### src/sv/mpid_pkg.sv
// Shared constants and types for the modular power / inverse / divide block.
package mpid_pkg;

  localparam int PRIME_BITS = 30;
  localparam logic [PRIME_BITS-1:0] PRIME = 30'd998244353;
  localparam logic [PRIME_BITS-1:0] PRIME_MINUS_TWO = 30'd998244351;
  localparam logic [PRIME_BITS:0] PRIME_X2 = 31'd1996488706;

  // Barrett constant floor(2^60 / PRIME), fits in 31 bits.
  localparam logic [PRIME_BITS:0] BARRETT_MU =
    31'((61'd1 << 60) / 61'(PRIME));

  localparam int EXPONENT_BITS_DEFAULT = 63;

  // Pipeline stages of the modular multiplier, from start to done.
  localparam int MUL_STAGES = 5;

  typedef enum logic [1:0] {
    CMD_POWER   = 2'd0,
    CMD_INVERSE = 2'd1,
    CMD_DIVIDE  = 2'd2
  } cmd_t;

  typedef enum logic [2:0] {
    ST_IDLE,
    ST_STEP,
    ST_WAIT_ACC,
    ST_SQ_ISSUE,
    ST_WAIT_SQ
  } state_t;

endpackage

### src/sv/mpid_modmul.sv
// Five-stage Barrett modular multiplier, at most one multiply per stage.
module mpid_modmul (
  input  logic                            clk,
  input  logic                            rst_n,
  input  logic                            start,
  input  logic [mpid_pkg::PRIME_BITS-1:0] op_x,
  input  logic [mpid_pkg::PRIME_BITS-1:0] op_y,
  output logic                            done,
  output logic [mpid_pkg::PRIME_BITS-1:0] result
);

  localparam int PB = mpid_pkg::PRIME_BITS;

  logic [mpid_pkg::MUL_STAGES-1:0] vld_r, vld_nxt;
  logic [2*PB-1:0]   prod_r;      // x*y, < 2^60
  logic [2*PB+1:0]   q2_r;        // (prod >> 29) * mu
  logic [2*PB:0]     q3p_r;       // quotient estimate times prime
  logic [PB+1:0]     rem_r;       // < 3p
  logic [PB-1:0]     res_r;
  logic [PB+1:0]     rem_nxt;
  logic [PB-1:0]     res_nxt;

  assign vld_nxt = {vld_r[mpid_pkg::MUL_STAGES-2:0], start};

  always_ff @(posedge clk) begin
    if (!rst_n) begin
      vld_r <= '0;
    end else begin
      vld_r <= vld_nxt;
    end
  end

  always_comb begin
    rem_nxt = prod_r[PB+1:0] - q3p_r[PB+1:0];
    if (rem_r >= (PB+2)'(mpid_pkg::PRIME_X2)) begin
      res_nxt = PB'(rem_r - (PB+2)'(mpid_pkg::PRIME_X2));
    end else if (rem_r >= (PB+2)'(mpid_pkg::PRIME)) begin
      res_nxt = PB'(rem_r - (PB+2)'(mpid_pkg::PRIME));
    end else begin
      res_nxt = PB'(rem_r);
    end
  end

  always_ff @(posedge clk) begin
    if (start) begin
      prod_r <= (2*PB)'(op_x) * (2*PB)'(op_y);
    end
    q2_r  <= (2*PB+2)'(prod_r[2*PB-1:PB-1]) * (2*PB+2)'(mpid_pkg::BARRETT_MU);
    q3p_r <= (2*PB+1)'(q2_r[2*PB+1:PB+1]) * (2*PB+1)'(mpid_pkg::PRIME);
    rem_r <= rem_nxt;
    res_r <= res_nxt;
  end

  assign done   = vld_r[mpid_pkg::MUL_STAGES-1];
  assign result = res_r;

  // The sequencer never issues while a product is in flight.
  a_no_overlap: assert property (@(posedge clk) disable iff (!rst_n)
    start |-> (vld_r == '0))
    else $error("modmul started while busy");

endmodule

### src/sv/modular_power_inverse_divide.sv
// Top level: power, Fermat inverse and division modulo 998244353.
//
//  channel | direction | handshake         | payload
//  --------+-----------+-------------------+--------------------------------------
//  in      | input     | in_valid/in_ready | command, operand_a, operand_b, exponent
//  out     | output    | out_valid/out_ready | residue
//
// One shared 5-stage Barrett multiplier; the sequencer waits for each multiply to finish.
// A scan costs w multiplies and L - 1 squares, L the exponent's bit length and
// w its set bits (no square after the top bit); zero exponent or unused code: none.
// Inverse/divide scan p-2 (L=30, w=28); a power scans up to a full 63-bit exponent.
// Reset clears the sequencer and the output valid; data registers are not reset.
// in_ready only while idle; a done result stalls the sequencer while out is full.
module modular_power_inverse_divide #(
  parameter int EXPONENT_BITS = mpid_pkg::EXPONENT_BITS_DEFAULT
) (
  input  logic                            clk,
  input  logic                            rst_n,
  input  logic                            in_valid,
  output logic                            in_ready,
  input  logic [1:0]                      in_command,
  input  logic [mpid_pkg::PRIME_BITS-1:0] in_operand_a,
  input  logic [mpid_pkg::PRIME_BITS-1:0] in_operand_b,
  input  logic [EXPONENT_BITS-1:0]        in_exponent,
  output logic                            out_valid,
  input  logic                            out_ready,
  output logic [mpid_pkg::PRIME_BITS-1:0] out_residue
);

  localparam int PB = mpid_pkg::PRIME_BITS;
  // Exponent register must also hold p-2 for the inverse.
  localparam int EW = (EXPONENT_BITS > PB) ? EXPONENT_BITS : PB;

  mpid_pkg::state_t state_r, state_nxt;
  logic [PB-1:0] acc_r, acc_nxt;   // running product
  logic [PB-1:0] sq_r, sq_nxt;     // base^(2^i)
  logic [EW-1:0] e_r, e_nxt;       // remaining exponent bits
  logic          out_valid_r, out_valid_nxt;
  logic [PB-1:0] out_residue_r, out_residue_nxt;

  logic          mul_start;
  logic [PB-1:0] mul_x;
  logic          mul_done;
  logic [PB-1:0] mul_res;
  logic [PB-1:0] a_red, b_red;

  // Operands are below 2p, so one conditional subtract reduces them.
  assign a_red = (in_operand_a >= mpid_pkg::PRIME) ? in_operand_a - mpid_pkg::PRIME
                                                    : in_operand_a;
  assign b_red = (in_operand_b >= mpid_pkg::PRIME) ? in_operand_b - mpid_pkg::PRIME
                                                    : in_operand_b;

  // Multiply acc*sq when the current exponent bit is set, else square.
  assign mul_x = (state_r == mpid_pkg::ST_STEP && e_r[0]) ? acc_r : sq_r;

  mpid_modmul u_modmul (
    .clk    (clk),
    .rst_n  (rst_n),
    .start  (mul_start),
    .op_x   (mul_x),
    .op_y   (sq_r),
    .done   (mul_done),
    .result (mul_res)
  );

  always_ff @(posedge clk) begin
    if (!rst_n) begin
      state_r     <= mpid_pkg::ST_IDLE;
      out_valid_r <= 1'b0;
    end else begin
      state_r     <= state_nxt;
      out_valid_r <= out_valid_nxt;
    end
  end

  always_ff @(posedge clk) begin
    acc_r         <= acc_nxt;
    sq_r          <= sq_nxt;
    e_r           <= e_nxt;
    out_residue_r <= out_residue_nxt;
  end

  always_comb begin
    state_nxt       = state_r;
    acc_nxt         = acc_r;
    sq_nxt          = sq_r;
    e_nxt           = e_r;
    out_valid_nxt   = out_valid_r && !out_ready;
    out_residue_nxt = out_residue_r;
    mul_start       = 1'b0;
    in_ready        = 1'b0;

    case (state_r)
      mpid_pkg::ST_IDLE: begin
        in_ready = 1'b1;
        if (in_valid) begin
          state_nxt = mpid_pkg::ST_STEP;
          case (in_command)
            mpid_pkg::CMD_POWER: begin
              acc_nxt = PB'(1);
              sq_nxt  = b_red;
              e_nxt   = EW'(in_exponent);
            end
            mpid_pkg::CMD_INVERSE: begin
              acc_nxt = PB'(1);
              sq_nxt  = a_red;
              e_nxt   = EW'(mpid_pkg::PRIME_MINUS_TWO);
            end
            mpid_pkg::CMD_DIVIDE: begin
              // a * b^(p-2): seed the accumulator with the dividend
              acc_nxt = a_red;
              sq_nxt  = b_red;
              e_nxt   = EW'(mpid_pkg::PRIME_MINUS_TWO);
            end
            default: begin
              // unused code: result is zero
              acc_nxt = '0;
              sq_nxt  = '0;
              e_nxt   = '0;
            end
          endcase
        end
      end

      mpid_pkg::ST_STEP: begin
        if (e_r == '0) begin
          // done; deliver once the output register is free
          if (!out_valid_r || out_ready) begin
            out_valid_nxt   = 1'b1;
            out_residue_nxt = acc_r;
            state_nxt       = mpid_pkg::ST_IDLE;
          end
        end else if (e_r[0]) begin
          mul_start = 1'b1;
          state_nxt = mpid_pkg::ST_WAIT_ACC;
        end else begin
          mul_start = 1'b1;
          state_nxt = mpid_pkg::ST_WAIT_SQ;
        end
      end

      mpid_pkg::ST_WAIT_ACC: begin
        if (mul_done) begin
          acc_nxt = mul_res;
          if (e_r[EW-1:1] == '0) begin
            // last bit: skip the trailing square
            e_nxt     = '0;
            state_nxt = mpid_pkg::ST_STEP;
          end else begin
            state_nxt = mpid_pkg::ST_SQ_ISSUE;
          end
        end
      end

      mpid_pkg::ST_SQ_ISSUE: begin
        mul_start = 1'b1;
        state_nxt = mpid_pkg::ST_WAIT_SQ;
      end

      mpid_pkg::ST_WAIT_SQ: begin
        if (mul_done) begin
          sq_nxt    = mul_res;
          e_nxt     = e_r >> 1;
          state_nxt = mpid_pkg::ST_STEP;
        end
      end

      default: begin
        state_nxt = mpid_pkg::ST_IDLE;
      end
    endcase
  end

  assign out_valid   = out_valid_r;
  assign out_residue = out_residue_r;

  // Multiplier results only arrive while the sequencer waits for them.
  a_done_in_wait: assert property (@(posedge clk) disable iff (!rst_n)
    mul_done |-> (state_r == mpid_pkg::ST_WAIT_ACC || state_r == mpid_pkg::ST_WAIT_SQ))
    else $error("multiplier result outside a wait state");

  // An accepted transaction always starts the exponent scan.
  a_accept_starts: assert property (@(posedge clk) disable iff (!rst_n)
    (in_valid && in_ready) |=> (state_r == mpid_pkg::ST_STEP))
    else $error("accepted transaction did not start");

  // Delivered residues are fully reduced.
  a_reduced: assert property (@(posedge clk) disable iff (!rst_n)
    out_valid |-> (out_residue < mpid_pkg::PRIME))
    else $error("residue not reduced");

  // A new result only appears when the scan has consumed the whole exponent.
  a_rise_at_end: assert property (@(posedge clk) disable iff (!rst_n)
    (out_valid_r && !$past(out_valid_r && !out_ready)) |->
      ($past(state_r) == mpid_pkg::ST_STEP && $past(e_r) == '0))
    else $error("result issued before exponent exhausted");

endmodule
### config.mk
export PLATFORM = sky130hd
export DESIGN_NAME = modular_power_inverse_divide
export DESIGN_NICKNAME = d
export VERILOG_FILES = /design/src/sv/mpid_pkg.sv /design/src/sv/mpid_modmul.sv /design/src/sv/modular_power_inverse_divide.sv
export SDC_FILE = /design/constraint.sdc
export NUM_CORES = 2
export LEC_CHECK = 0
export BUFFER_PORTS_ARGS = -buffer_cell sky130_fd_sc_hd__buf_4
export CAP_MARGIN = 10
export CORE_MARGIN = 5
export CORE_UTILIZATION = 30
export DETAILED_ROUTE_END_ITERATION = 12
export PLACE_DENSITY_LB_ADDON = 0.08
export SETUP_SLACK_MARGIN = 0.15
export SYNTH_ARGS = -nofsm -noshare
export SYNTH_HDL_FRONTEND = slang
export SYNTH_SLANG_ARGS = --single-unit
### constraint.sdc
create_clock -name clk -period 11.8 [get_ports clk]
set_input_delay 2.36 -clock clk [delete_from_list [all_inputs] [get_ports clk]]
set_output_delay 2.36 -clock clk [all_outputs]
set_load 0.1 [all_outputs]
==> results.ini <==
[finish]
syn_to_final_growth_pct = 9.83
multi_input_comb_area_um2 = 43500
regArea_um2 = 9080
finish.net_count = 7966
fillers = 20100
drive_gt1_frac = 0.0612

[route]
wl_per_cell_um = 22.5
vias = 40500
first_iter_violations = 2663
viasPerCell = 4.69
first_pass_iters = 5
wl_um = 194000
remaining_drc_errors = 0
ant_nets = 0

[critical_path]
crit_top_cell = fa_1
path_max_fanout = 31
cpMaxStageDelayCell = nand2_1
critPathArrivalTime_ns = 11.02
critical_path.max_stage_delay_ns = 0.85
start_kind = flip-flop
crit_path_end_kind = flip-flop
critical_path_class = reg2reg
crit_required_ns = 12.25

[logic_synthesis]
yosys.area_share.simple = 0.131
synth_area_leader_cell = fa_1
netlist-cell-type-count = 87
ys_ff_latch = 347
ys_seq_area_frac = 0.156
syn_inst = 6002
synth_fa_ha_area_frac = 0.515
synth_compound_gate_area_share = 0.0664
synth_ff_type = edfxtp_1
synthArstFlopShare = 0
synth_area_per_cell_um2 = 9.72
synth_top_area_frac = 0.360
muxShareOfSynthArea = 0.000536
yosysWarningCount = 0
yosys.area_share.xor_xnor = 0.0312
synth_area_um2 = 58300
synth_top_family_by_area = adder cells
syn_nets = 7903
synth_edf_count = 213
synth_area_leaders = fa_1, ha_1, edfxtp_1, inv_1, and2_1

[global_route]
gr-usage-all-layers = 0.193
overflow = 0
grt_max_degree = 90
grt_pass1_wl_um = 295000
first_global_vias = 44600
antenna_found_initial = 10

[die]
dieArea_um2 = 203000
die-height_um = 451
die_x_um = 451
core_um2 = 193000
rows = 161
initial_core_util = 0.302
pin_count = 161

[cts]
cts_setup_buffers = 0
cts_sinks = 347
cts_resized = 0
cts_tree = yes
htree_levels = 2
cts-root-buf = clkbuf_16
ctsLongestPathBuffers = 3
clk_latency_ns = 0.60
holdBufCountCts = 0
cts_buffers = 41
cts.reportedPaths.clkPinSlew_ns = 0.06

[run]
cap_violations = 0

[placement]
place_congestion = 0.822
portBuffers = 160
pre_cts_ws_ns = 1.28
dpl.hpwl_um = 160000

[timing]
setup_ws_ns = 1.23
hold_viol_final = 0
period_share = 0.896
relSlewSlack = 0.227
fin_setup_tns_ns = 0
rsz0062_at_grt = no
min_period_ns = 10.57
clock.fmax_ghz = 0.0946
skew_ns = 0.0340
finalSetupViolations = 0
worst_pin_slew_ns = 1.16
slew_violations = 0

[status]
status = finished clean

[hold_path]
min_path_type = reg2reg

logic make-up after synthesis:
logic type / Yosys count
multiplexers: 3
AND/OR/NAND/NOR: 1514
AO/OA/AOI/OAI: 605
XOR/XNOR: 208
adder cells (fa/ha/maj): 1772
buffers and inverters: 1553
flip-flops: 347
flip-flops by register name, summed over array words and instances, names as in the netlist:
signal	flops
state_r	3
u_modmul.q3p_r	32
e_r	63
u_modmul.q2_r	31
u_modmul.result	30
out_residue	30
acc_r	30
sq_r	30
u_modmul.vld_r	5
u_modmul.prod_r	60
u_modmul.rem_r	32
out_valid	1
path summary, 6_finish.rpt:
kind / to / cells past startpoint / slack (ns) / from
max: u_modmul.prod_r[56] / 32 / 1.23 / state_r[1]
min: u_modmul.q3p_r[17] / 0 / 0.33 / u_modmul.q2_r[48]
max reg2reg: u_modmul.prod_r[56] / 32 / 1.23 / state_r[1]
min reg2reg: u_modmul.q3p_r[17] / 0 / 0.33 / u_modmul.q2_r[48]
cells in the mapped netlist (all sizes together) (15+ instances only):
master and instances:
ha 724, a31oi 22, nand3 36, a21oi 165
nand2b 17, a22o 40, clkbuf 241, nor4 34
nor2b 19, fa 1048, nor2 104, a211oi 16
xnor2 138, xor2 70, a21o 69, nand4 36
and2 491, o21a 29, nand2 647, edfxtp 213
o21bai 18, and3 21, nor3 52, dfxtp 134
a22oi 15, inv 1302, o21ai 147
critical path: cells and delay by family, from the launching register on:
kind	cells	cell delay [ns]
flops	1	0.57
compound gates	6	1.96
buf+inv	9	0.98
fa+ha+maj	9	4.18
simple gates	8	2.69
area by class of cell:
cell class / instances / area share
antenna: 8 / 0.000312
clock buffer: 50 / 0.0172
clock inverter: 25 / 0.00474
inverter: 1302 / 0.0763
multi-input combinational: 4102 / 0.678
sequential: 347 / 0.142
tap: 2526 / 0.0493
timing repair buffer: 271 / 0.0323
layout by cell type (no fill, tap or decap), types with 10 or more instances in the layout:
cell and n:
a211oi_1 16, a21o_1 69, a21oi_1 163, a22o_1 40, a22oi_1 15, a31oi_1 22
and2_1 491, and3_1 21, buf_4 268, clkbuf_16 41, dfxtp_1 134, edfxtp_1 213
fa_1 1048, ha_1 724, inv_1 1302, nand2_1 644, nand2b_1 16, nand3_1 36
nand4_1 36, nor2_1 102, nor2b_1 18, nor3_1 49, nor4_1 32, o211ai_1 10
o21a_1 29, o21ai_0 142, o21bai_1 18, o221ai_1 10, or4_1 10, xnor2_1 138
xor2_1 70
per-stage QoR:
| stage | hold slack [ns] | util | cell area (µm²) | std cells |
|---|---|---|---|---|
| final | 0.326 | 0.332 | 64100 | 8631 |
| after global routing | 0.328 | 0.332 | 64100 | 8623 |
| after CTS | 0.328 | 0.332 | 64100 | 8623 |
| after detailed placement | 0.313 | 0.325 | 62700 | 8548 |
| after global placement | 0.311 | 0.325 | 62600 | 8547 |
| after floorplan | 0.310 | - | 58300 | 6002 |
per-layer routing:
| layer | up-vias | wire length, µm | part of all wire | global-route usage |
|---|---|---|---|---|
| met4 | 4 | 5020 | 0.026 | 0.0442 |
| met1 | 20700 | 89300 | 0.46 | 0.272 |
| met2 | 821 | 88700 | 0.46 | 0.311 |
| li1 | 18800 | - | - | - |
| met3 | 150 | 11400 | 0.058 | 0.0345 |
| met5 | - | 21 | 0.00011 | 0 |
Power is not shown: default switching activity piles up to over one toggle a cycle in this logic, so the estimate is an artifact.
